### config.mk
export PLATFORM = sky130hd
export DESIGN_NAME = alpha_edge_colour_keyer
export DESIGN_NICKNAME = d
export VERILOG_FILES = /design/src/rtl/core/aeck_pkg.sv /design/src/rtl/core/aeck_ctrl.sv /design/src/rtl/core/aeck_datapath.sv /design/src/rtl/core/alpha_edge_colour_keyer.sv
export SDC_FILE = /design/constraint.sdc
export NUM_CORES = 2
export LEC_CHECK = 0
export BUFFER_PORTS_ARGS = -buffer_cell sky130_fd_sc_hd__buf_2
export CAP_MARGIN = 15
export CELL_PAD_IN_SITES_DETAIL_PLACEMENT = 2
export CELL_PAD_IN_SITES_GLOBAL_PLACEMENT = 2
export CORE_MARGIN = 2
export CORE_UTILIZATION = 38
export CTS_CLUSTER_SIZE = 14
export DETAILED_ROUTE_END_ITERATION = 10
export PLACE_DENSITY = 0.82
export SYNTH_ARGS = -nofsm -noshare
export SYNTH_HDL_FRONTEND = slang
export SYNTH_SLANG_ARGS = --single-unit
### constraint.sdc
create_clock -name i_clk -period 7.9 [get_ports i_clk]
set_input_delay 0.395 -clock i_clk [delete_from_list [all_inputs] [get_ports i_clk]]
set_output_delay 0.395 -clock i_clk [all_outputs]
set_load 0.02 [all_outputs]
### src/rtl/core/aeck_pkg.sv
// ----------------------------------------------------------------------------
// aeck_pkg
// Types and constants shared by the alpha edge colour keyer modules.
// ----------------------------------------------------------------------------
package aeck_pkg;

    localparam int CH_BITS       = 8;
    localparam int MEAN_BITS     = 16;
    localparam int FRAC_BITS     = 8;
    localparam int SQ_BITS       = 2 * MEAN_BITS;
    localparam int DIST_BITS     = SQ_BITS + 2;
    localparam int THR_BITS      = 35;
    localparam int DIV_STEP_BITS = $clog2(MEAN_BITS);
    localparam int ACT_BITS      = 2;
    localparam int CFG_IDX_BITS  = 2;

    localparam logic [ACT_BITS-1:0] ACT_ESTIMATE = 2'd0;
    localparam logic [ACT_BITS-1:0] ACT_KEY      = 2'd1;
    localparam logic [ACT_BITS-1:0] ACT_FINISH   = 2'd2;

    localparam logic [CFG_IDX_BITS-1:0] CFG_THRESHOLD = 2'd0;
    localparam logic [CFG_IDX_BITS-1:0] CFG_KEY_RED   = 2'd1;
    localparam logic [CFG_IDX_BITS-1:0] CFG_KEY_GREEN = 2'd2;
    localparam logic [CFG_IDX_BITS-1:0] CFG_KEY_BLUE  = 2'd3;

    localparam logic [DIV_STEP_BITS-1:0] DIV_LAST_STEP = DIV_STEP_BITS'(MEAN_BITS - 1);

    typedef enum logic [1:0] {
        S_RUN,
        S_DIV,
        S_STORE
    } t_state;

    typedef struct packed {
        logic est_en;
        logic key_en;
        logic out_load;
        logic fin_zero;
        logic div_load;
        logic div_step;
        logic div_store;
    } t_ctrl_cmd;

    typedef struct packed {
        logic count_zero;
    } t_dp_status;

endpackage

### src/rtl/core/aeck_ctrl.sv
// ----------------------------------------------------------------------------
// aeck_ctrl
// Handshake control, key pipeline valids and divide sequencing.
// ----------------------------------------------------------------------------
module aeck_ctrl
    import aeck_pkg::*;
(
    input  logic                i_clk,
    input  logic                i_rst_n,
    input  logic                i_in_valid,
    input  logic [ACT_BITS-1:0] i_action,
    output logic                o_in_ready,
    output logic                o_out_valid,
    input  logic                i_out_ready,
    input  t_dp_status          i_status,
    output t_ctrl_cmd           o_cmd
);

    t_state                   r_state, n_state;
    logic [DIV_STEP_BITS-1:0] r_step, n_step;
    logic                     r_a_valid, n_a_valid;
    logic                     r_out_valid, n_out_valid;

    logic out_free;
    logic accept;
    logic fin;

    assign out_free   = !r_out_valid || i_out_ready;
    assign o_in_ready = (r_state == S_RUN) && (!r_a_valid || out_free);
    assign accept     = i_in_valid && o_in_ready;
    assign fin        = accept && (i_action == ACT_FINISH);
    assign o_out_valid = r_out_valid;

    always_comb begin
        n_state = r_state;
        n_step  = r_step;
        unique case (r_state)
            S_RUN: begin
                n_step = '0;
                if (fin && !i_status.count_zero) begin
                    n_state = S_DIV;
                end
            end
            S_DIV: begin
                n_step = r_step + DIV_STEP_BITS'(1);
                if (r_step == DIV_LAST_STEP) begin
                    n_state = S_STORE;
                end
            end
            S_STORE: begin
                n_state = S_RUN;
            end
            default: begin
                n_state = S_RUN;
            end
        endcase
    end

    always_comb begin
        o_cmd           = '0;
        o_cmd.est_en    = accept && (i_action == ACT_ESTIMATE);
        o_cmd.key_en    = accept && (i_action == ACT_KEY);
        o_cmd.out_load  = r_a_valid && out_free;
        o_cmd.fin_zero  = fin && i_status.count_zero;
        o_cmd.div_load  = fin && !i_status.count_zero;
        unique case (r_state)
            S_RUN:   ;
            S_DIV:   o_cmd.div_step  = 1'b1;
            S_STORE: o_cmd.div_store = 1'b1;
            default: ;
        endcase
    end

    always_comb begin
        n_a_valid = r_a_valid;
        if (o_cmd.key_en) begin
            n_a_valid = 1'b1;
        end else if (out_free) begin
            n_a_valid = 1'b0;
        end
        n_out_valid = r_out_valid;
        if (o_cmd.out_load) begin
            n_out_valid = 1'b1;
        end else if (i_out_ready) begin
            n_out_valid = 1'b0;
        end
    end

    always_ff @(posedge i_clk) begin
        if (!i_rst_n) begin
            r_state     <= S_RUN;
            r_step      <= '0;
            r_a_valid   <= 1'b0;
            r_out_valid <= 1'b0;
        end else begin
            r_state     <= n_state;
            r_step      <= n_step;
            r_a_valid   <= n_a_valid;
            r_out_valid <= n_out_valid;
        end
    end

endmodule

### src/rtl/core/aeck_datapath.sv
// ----------------------------------------------------------------------------
// aeck_datapath
// Edge sums, mean divider lanes, distance pipeline and output register.
// ----------------------------------------------------------------------------
module aeck_datapath
    import aeck_pkg::*;
#(
    parameter int PCB = 22
)(
    input  logic                    i_clk,
    input  logic                    i_rst_n,
    input  t_ctrl_cmd               i_cmd,
    output t_dp_status              o_status,
    input  logic                    i_cfg_we,
    input  logic [CFG_IDX_BITS-1:0] i_cfg_index,
    input  logic [THR_BITS-1:0]     i_cfg_data,
    input  logic [CH_BITS-1:0]      i_red,
    input  logic [CH_BITS-1:0]      i_green,
    input  logic [CH_BITS-1:0]      i_blue,
    input  logic [CH_BITS-1:0]      i_alpha,
    input  logic                    i_row_start,
    output logic [CH_BITS-1:0]      o_red,
    output logic [CH_BITS-1:0]      o_green,
    output logic [CH_BITS-1:0]      o_blue,
    output logic [CH_BITS-1:0]      o_alpha,
    output logic                    o_keyed
);

    localparam int SUM_BITS = PCB + CH_BITS;
    localparam int NUM_BITS = PCB + MEAN_BITS;

    logic [THR_BITS-1:0]  r_thr;
    logic [CH_BITS-1:0]   r_key [3];
    logic [CH_BITS-1:0]   r_prev_colour [3];
    logic                 r_prev_opaque;
    logic                 r_prev_present;
    logic [SUM_BITS-1:0]  r_sum [3];
    logic [PCB-1:0]       r_count;
    logic [MEAN_BITS-1:0] r_mean [3];
    logic                 r_mean_valid;

    logic [PCB-1:0]       r_rem [3];
    logic [MEAN_BITS-1:0] r_quo [3];

    logic [CH_BITS-1:0]   r_a_colour [3];
    logic [CH_BITS-1:0]   r_a_alpha;
    logic [SQ_BITS-1:0]   r_a_sq [3];
    logic                 r_a_mean_valid;

    logic [CH_BITS-1:0]   r_o_colour [3];
    logic [CH_BITS-1:0]   r_o_alpha;
    logic                 r_o_keyed;

    logic [CH_BITS-1:0]   in_colour [3];
    logic                 opaque;
    logic                 add_edge;
    logic [CH_BITS-1:0]   edge_colour [3];
    logic [NUM_BITS-1:0]  numer [3];
    logic [PCB:0]         trial [3];
    logic [PCB:0]         diff [3];
    logic [MEAN_BITS-1:0] scaled [3];
    logic [MEAN_BITS-1:0] dist_abs [3];
    logic [DIST_BITS-1:0] dist_sum;
    logic                 hit;

    assign in_colour[0] = i_red;
    assign in_colour[1] = i_green;
    assign in_colour[2] = i_blue;

    assign o_status.count_zero = (r_count == '0);

    assign opaque   = (i_alpha != '0);
    assign add_edge = r_prev_present && !i_row_start && (r_prev_opaque != opaque)
                      && !(&r_count);

    always_comb begin
        for (int c = 0; c < 3; c++) begin
            edge_colour[c] = opaque ? in_colour[c] : r_prev_colour[c];
            numer[c]  = {r_sum[c], {FRAC_BITS{1'b0}}}
                        + {{(MEAN_BITS + 1){1'b0}}, r_count[PCB-1:1]};
            trial[c]  = {r_rem[c], r_quo[c][MEAN_BITS-1]};
            diff[c]   = trial[c] - {1'b0, r_count};
            scaled[c] = {in_colour[c], {FRAC_BITS{1'b0}}};
            dist_abs[c] = (scaled[c] >= r_mean[c]) ? (scaled[c] - r_mean[c])
                                                   : (r_mean[c] - scaled[c]);
        end
        dist_sum = {2'b00, r_a_sq[0]} + {2'b00, r_a_sq[1]} + {2'b00, r_a_sq[2]};
        hit      = r_a_mean_valid && ({1'b0, dist_sum} < r_thr);
    end

    // configuration and estimate state
    always_ff @(posedge i_clk) begin
        if (!i_rst_n) begin
            r_thr          <= '0;
            r_prev_opaque  <= 1'b0;
            r_prev_present <= 1'b0;
            r_count        <= '0;
            r_mean_valid   <= 1'b0;
            for (int c = 0; c < 3; c++) begin
                r_key[c]         <= '0;
                r_prev_colour[c] <= '0;
                r_sum[c]         <= '0;
                r_mean[c]        <= '0;
            end
        end else begin
            if (i_cfg_we) begin
                unique case (i_cfg_index)
                    CFG_THRESHOLD: r_thr    <= i_cfg_data;
                    CFG_KEY_RED:   r_key[0] <= i_cfg_data[CH_BITS-1:0];
                    CFG_KEY_GREEN: r_key[1] <= i_cfg_data[CH_BITS-1:0];
                    CFG_KEY_BLUE:  r_key[2] <= i_cfg_data[CH_BITS-1:0];
                    default: ;
                endcase
            end
            if (i_cmd.est_en) begin
                if (add_edge) begin
                    r_count <= r_count + {{(PCB-1){1'b0}}, 1'b1};
                    for (int c = 0; c < 3; c++) begin
                        r_sum[c] <= r_sum[c] + {{PCB{1'b0}}, edge_colour[c]};
                    end
                end
                for (int c = 0; c < 3; c++) begin
                    r_prev_colour[c] <= in_colour[c];
                end
                r_prev_opaque  <= opaque;
                r_prev_present <= 1'b1;
            end
            if (i_cmd.fin_zero || i_cmd.div_load) begin
                r_prev_present <= 1'b0;
            end
            if (i_cmd.fin_zero) begin
                r_mean_valid <= 1'b0;
            end
            if (i_cmd.div_store) begin
                r_mean_valid <= 1'b1;
                r_count      <= '0;
                for (int c = 0; c < 3; c++) begin
                    r_mean[c] <= r_quo[c];
                    r_sum[c]  <= '0;
                end
            end
        end
    end

    // restoring divider lanes, one quotient bit per step
    always_ff @(posedge i_clk) begin
        for (int c = 0; c < 3; c++) begin
            if (i_cmd.div_load) begin
                r_rem[c] <= numer[c][NUM_BITS-1:MEAN_BITS];
                r_quo[c] <= numer[c][MEAN_BITS-1:0];
            end else if (i_cmd.div_step) begin
                if (!diff[c][PCB]) begin
                    r_rem[c] <= diff[c][PCB-1:0];
                    r_quo[c] <= {r_quo[c][MEAN_BITS-2:0], 1'b1};
                end else begin
                    r_rem[c] <= trial[c][PCB-1:0];
                    r_quo[c] <= {r_quo[c][MEAN_BITS-2:0], 1'b0};
                end
            end
        end
    end

    // key pipeline: squares, then compare into the output register
    always_ff @(posedge i_clk) begin
        if (i_cmd.key_en) begin
            for (int c = 0; c < 3; c++) begin
                r_a_colour[c] <= in_colour[c];
                r_a_sq[c]     <= dist_abs[c] * dist_abs[c];
            end
            r_a_alpha      <= i_alpha;
            r_a_mean_valid <= r_mean_valid;
        end
        if (i_cmd.out_load) begin
            for (int c = 0; c < 3; c++) begin
                r_o_colour[c] <= hit ? r_key[c] : r_a_colour[c];
            end
            r_o_alpha <= r_a_alpha;
            r_o_keyed <= hit;
        end
    end

    assign o_red   = r_o_colour[0];
    assign o_green = r_o_colour[1];
    assign o_blue  = r_o_colour[2];
    assign o_alpha = r_o_alpha;
    assign o_keyed = r_o_keyed;

endmodule

### src/rtl/core/alpha_edge_colour_keyer.sv
// ----------------------------------------------------------------------------
// alpha_edge_colour_keyer
// Background colour estimate from alpha edges and colour keying against it.
//
// Input stream words carry an RGBA pixel in tdata and the action code and
// row start flag in tuser. Estimate words accumulate the colour of the opaque
// side of every transparent/opaque pair within a row until the edge count
// saturates; they produce no output. A finish word divides the sums by the
// edge count into an 8.8 mean with three restoring divider lanes, one quotient
// bit per cycle: the block is busy after the finish word through 16 divide
// steps and one store, or not at all when no edge was seen. Key words produce
// one output word each, through the squares register and then the compare into
// the output register. Estimate and key words are taken one per cycle while no
// divide is running and the square stage can move on. A stalled output holds
// the output register; the input keeps accepting while the square stage is
// empty or can move on. The config channel is always ready and must only be
// written while the block is idle. Reset clears the sums, count, mean, keys and threshold.
// ----------------------------------------------------------------------------
module alpha_edge_colour_keyer
    import aeck_pkg::*;
#(
    parameter int PIXEL_COUNT_BITS = 22
)(
    input  logic                    i_clk,
    input  logic                    i_rst_n,
    input  logic                    s_axis_tvalid,
    output logic                    s_axis_tready,
    input  logic [31:0]             s_axis_tdata,  // red, green, blue, alpha
    input  logic [2:0]              s_axis_tuser,  // action[1:0], row_start
    output logic                    m_axis_tvalid,
    input  logic                    m_axis_tready,
    output logic [31:0]             m_axis_tdata,  // out_red, out_green, out_blue, out_alpha
    output logic [0:0]              m_axis_tuser,  // keyed
    input  logic                    i_cfg_valid,
    output logic                    o_cfg_ready,
    input  logic [CFG_IDX_BITS-1:0] i_cfg_index,
    input  logic [THR_BITS-1:0]     i_cfg_data
);

    t_ctrl_cmd  cmd;
    t_dp_status status;

    assign o_cfg_ready = 1'b1;

    aeck_ctrl u_ctrl (
        .i_clk       (i_clk),
        .i_rst_n     (i_rst_n),
        .i_in_valid  (s_axis_tvalid),
        .i_action    (s_axis_tuser[1:0]),
        .o_in_ready  (s_axis_tready),
        .o_out_valid (m_axis_tvalid),
        .i_out_ready (m_axis_tready),
        .i_status    (status),
        .o_cmd       (cmd)
    );

    aeck_datapath #(
        .PCB (PIXEL_COUNT_BITS)
    ) u_datapath (
        .i_clk       (i_clk),
        .i_rst_n     (i_rst_n),
        .i_cmd       (cmd),
        .o_status    (status),
        .i_cfg_we    (i_cfg_valid && o_cfg_ready),
        .i_cfg_index (i_cfg_index),
        .i_cfg_data  (i_cfg_data),
        .i_red       (s_axis_tdata[7:0]),
        .i_green     (s_axis_tdata[15:8]),
        .i_blue      (s_axis_tdata[23:16]),
        .i_alpha     (s_axis_tdata[31:24]),
        .i_row_start (s_axis_tuser[2]),
        .o_red       (m_axis_tdata[7:0]),
        .o_green     (m_axis_tdata[15:8]),
        .o_blue      (m_axis_tdata[23:16]),
        .o_alpha     (m_axis_tdata[31:24]),
        .o_keyed     (m_axis_tuser[0])
    );

endmodule
==> results of run 1 <==
-- cells by family after synthesis --
family | synth area share
buffers and inverters | 0.0730
other | 0.0000682
and+or+nand+nor | 0.138
muxes | 0.0191
AOI/OAI and AO/OA | 0.115
xor gates and xnor gates | 0.0658
DFF | 0.275
adders and majority gates | 0.314
-- routing by layer --
metal / GRT overflow / global-route usage
met5: 0 / 0.438
met4: 93 / 0.724
met3: 14 / 0.652
met2: 102 / 0.886
met1: 3 / 0.742
-- cells in the mapped netlist, types with 46 or more instances --
cell type	count
edfxtp_1	459
clkbuf_1	124
a21o_1	126
nand2b_1	46
and3_1	58
a21oi_1	303
nand2_1	539
inv_1	898
ha_1	578
nand4_1	51
and2_1	71
mux2_2	62
o21a_1	46
dfxtp_1	68
nand3_1	89
xor2_1	137
o21ai_0	189
fa_1	501
nor3_1	91
xnor2_1	267
nor2_1	525
-- per-stage QoR --
| step | hold WS, ns | util | setup TNS [ns] | setup WS (ns) | instance area, um2 |
|---|---|---|---|---|---|
| after global placement | 0.402 | 0.429 | -4.57 | -0.444 | 61700 |
| after detailed placement | 0.415 | 0.429 | -32.17 | -1.07 | 61700 |
| after CTS | 0.000753 | 0.470 | -9.83 | -0.695 | 67600 |
| after floorplan | 0.400 | - | -0.178 | -0.105 | 55300 |
-- what timing repair did --
item                                    4_1_cts
buffers inserted                            140
hold buffers                                 41
pin swaps                                   283
endpoints found under the setup margin       57
endpoints found under the hold margin        41
cloned                                        0
resized for setup                           516
==> results.sh, run 1 <==
export IMPL_status="stopped before the end"
export IMPL_failed_stage="global routing"
export IMPL_error="[ERROR GRT-0232] Routing congestion too high. Check the congestion heatmap in the GUI."
export IMPL_yosysTopAreaCell="edfxtp_1"
export IMPL_worst_endpoint_kind="register data pin"
export IMPL_synth_area_per_cell_um2=9.46
export IMPL_synthTopCellsByArea="edfxtp_1, fa_1, ha_1"
export IMPL_io_pins=113
export IMPL_root_buffer="clkbuf_16"
export IMPL_synth_seq_cells=527
export IMPL_chipHeight_um=385
export IMPL_numCtsBuffers=69
export IMPL_gp_congestion=0.910
export IMPL_dpl_cell_count=8196
export IMPL_ys_flop_type="edfxtp_1"
export IMPL_ctsLongestPathBuffers=3
export IMPL_seq_area_frac_synth=0.275
export IMPL_grt_max_degree=80
export IMPL_synth_top_area_frac=0.250
export IMPL_ys_types=95
export IMPL_antenna_found_initial=83
export IMPL_htreeDepth=3
export IMPL_async_flop_share=0
export IMPL_hpwl_um=184000
export IMPL_fp_dieW_um=385
export IMPL_row_count=139
export IMPL_start_util=0.383
export IMPL_grt_ovfl_total=212
export IMPL_syn_num_nets=6973
export IMPL_numPortBuffers=111
export IMPL_synth_edf_count=459
export IMPL_cts_sinks=527
export IMPL_grt_util_all_layers=0.752
export IMPL_syn_area_um2=55000
export IMPL_synth_cells=5817
export IMPL_crit_endpoint="u_datapath.r_a_sq[0][92]$_DFFE_PP_/D"
export IMPL_yosysWarnings=0
==> run 2: changes to the inputs <==
CELL_PAD_IN_SITES_DETAIL_PLACEMENT = default   (was 2)
CELL_PAD_IN_SITES_GLOBAL_PLACEMENT = default   (was 2)
CORE_UTILIZATION = 32   (was 38)
CTS_CLUSTER_SIZE = default   (was 14)
PLACE_DENSITY = default   (was 0.82)
PLACE_DENSITY_LB_ADDON = 0.15   (was default)
clock period = 10.3 ns   (was 7.9 ns; I/O delays follow)
==> results.sh, run 2 <==
export IMPL_drt_iter0_drc=2205
export IMPL_cp_data_arrival_time_ns=9.85
export IMPL_hold_viol=0
export IMPL_synth_cells=5817
export IMPL_syn_num_nets=6973
export IMPL_worstPathRequired_ns=10.72
export IMPL_seq_area_frac_synth=0.275
export IMPL_end_kind="register"
export IMPL_root_buffer="clkbuf_16"
export IMPL_place_area_um2=58600
export IMPL_top_register="u_datapath.r_a_sq"
export IMPL_finalCritPeriodShare=0.915
export IMPL_ant_nets=0
export IMPL_numCtsBuffers=71
export IMPL_path_clk_slew_ns=0.07
export IMPL_cts_resized_gates=0
export IMPL_yosysWarnings=0
export IMPL_antenna_found_initial=9
export IMPL_skew_ns=0.0442
export IMPL_slowest_delay_ns=0.72
export IMPL_status="completed"
export IMPL_worstHoldPathType="in -> reg"
export IMPL_ys_flop_type="edfxtp_1"
export IMPL_cts_sinks=527
export IMPL_cts_tree="built"
export IMPL_fin_setup_tns_ns=0
export IMPL_drv_slew=0
export IMPL_synth_top_cells_by_count="inv_1, ha_1, nand2_1"
export IMPL_stdcell_area_um2=61300
export IMPL_grt_pass1_wl_um=249000
export IMPL_setup_violations=0
export IMPL_wl_um=161000
export IMPL_syn_area_um2=55000
export IMPL_row_count=152
export IMPL_tightest_slew_ns=1.12
export IMPL_fp_dieW_um=419
export IMPL_top_regs="u_datapath.r_a_sq: 93 flops, u_datapath.r_sum: 90 flops, u_datapath.r_rem: 66 flops"
export IMPL_vias=40900
export IMPL_synth_seq_cells=527
export IMPL_async_flop_share=0
export IMPL_slew_headroom=0.245
export IMPL_grt_pass1_vias=41700
export IMPL_cp_max_fo=12
export IMPL_synth_edf_count=459
export IMPL_clk_latency_ns=0.70
export IMPL_htreeDepth=3
export IMPL_nets=7124
export IMPL_io_pins=113
export IMPL_yosysMostFrequentCell="inv_1"
export IMPL_worstSetupPathType="reg -> reg"
export IMPL_drc=0
export IMPL_drive_gt1_frac=0.0757
export IMPL_dieArea_um2=175000
export IMPL_chipHeight_um=419
export IMPL_largest_reg_flops=93
export IMPL_synth_top_area_frac=0.250
export IMPL_final_common_cell="inv_1"
export IMPL_grt_ovfl_total=0
export IMPL_grt_max_degree=71
export IMPL_vias_per_cell=4.95
export IMPL_final_cell_mix="inv_1, ha_1, nand2_1"
export IMPL_grt_setup_unrepaired="no"
export IMPL_drv_cap=0
export IMPL_cp_slowest_cell="a2111oi_0"
export IMPL_cp_start_kind="register"
export IMPL_clock_fmax_ghz=0.106
export IMPL_start_util=0.321
export IMPL_drt_first_pass_iters=5
export IMPL_gp_congestion=0.864
export IMPL_ys_types=95
export IMPL_coreArea_um2=171000
export IMPL_cts_hold_buf=16
export IMPL_grt_util_all_layers=0.184
export IMPL_fin_util=0.358
export IMPL_cp_common_cell="fa_1"
export IMPL_cts_setup_buffers=0
export IMPL_ctsLongestPathBuffers=3
export IMPL_areaGrowthSynthToFinish_pct=11.4
export IMPL_synth_area_per_cell_um2=9.46
export IMPL_wire_per_inst_um=19.5
export IMPL_synthTopCellsByArea="edfxtp_1, fa_1, ha_1"
export IMPL_yosysTopAreaCell="edfxtp_1"
export IMPL_numPortBuffers=111
export IMPL_hpwl_um=128000
export IMPL_fin_crit_ns=9.43
[run 2: worst paths after layout]
path              slack [ns]                     start  cells past startpoint                  endpoint
hold reg to reg         0.42   u_datapath.r_a_alpha[7]                      0     u_datapath.o_alpha[7]
setup reg to reg        0.87  u_datapath.r_mean[0][32]                     30  u_datapath.r_a_sq[0][93]
setup / recovery        0.87  u_datapath.r_mean[0][32]                     30  u_datapath.r_a_sq[0][93]
hold / removal          0.07            i_cfg_data[10]                      3      u_datapath.r_thr[10]
[run 2: layout make-up]
class                      count  area (um2)
sequential                   527       15100
timing repair buffer         225        1450
fill                       17600      110000
inverter                     917        3450
clock buffer                  85        1890
tap                         2233        2790
clock inverter                45         611
antenna                        5        12.5
multi-input combinational   4226       35900
[run 2: metal layers]
metal	GRT usage	vias up	wire, um
li1	-	19900	-
met1	0.240	20200	72200
met2	0.320	621	79300
met3	0.0186	162	4830
met4	0.0597	0	5090
met5	0	-	0
[run 2: critical path, delay by kind of cell, from the launching register on]
family	cells	cell delay, ns
AOI/OAI and AO/OA	10	2.44
and+or+nand+nor	5	1.40
xor gates and xnor gates	1	0.61
buffers and inverters	6	0.91
adders and majority gates	8	3.45
DFF	1	0.33
[run 2: cells by family after synthesis]
kind of cell	Yosys count	share of synthesized area
adder cells (fa/ha/maj)	1079	0.314
other	1	0.0000682
XOR/XNOR	409	0.0658
buffers and inverters	1064	0.0730
flip-flops	527	0.275
AO/OA/AOI/OAI	985	0.115
multiplexers	97	0.0191
AND/OR/NAND/NOR	1655	0.138
[run 2: through the flow]
step | setup WS, ns | hold slack (ns) | instances
2_1_floorplan | 1.52 | 0.400 | 5817
3_3_place_gp | 0.952 | 0.401 | 8112
3_5_place_dp | 0.825 | 0.405 | 8112
4_1_cts | 0.971 | 0.000724 | 8258
5_1_grt | 0.253 | 0.0394 | 8262
6_report | 0.873 | 0.0670 | 8263
Power of run 2 is not shown: default switching activity piles up to over one toggle a cycle in this logic, so the estimate is an artifact.
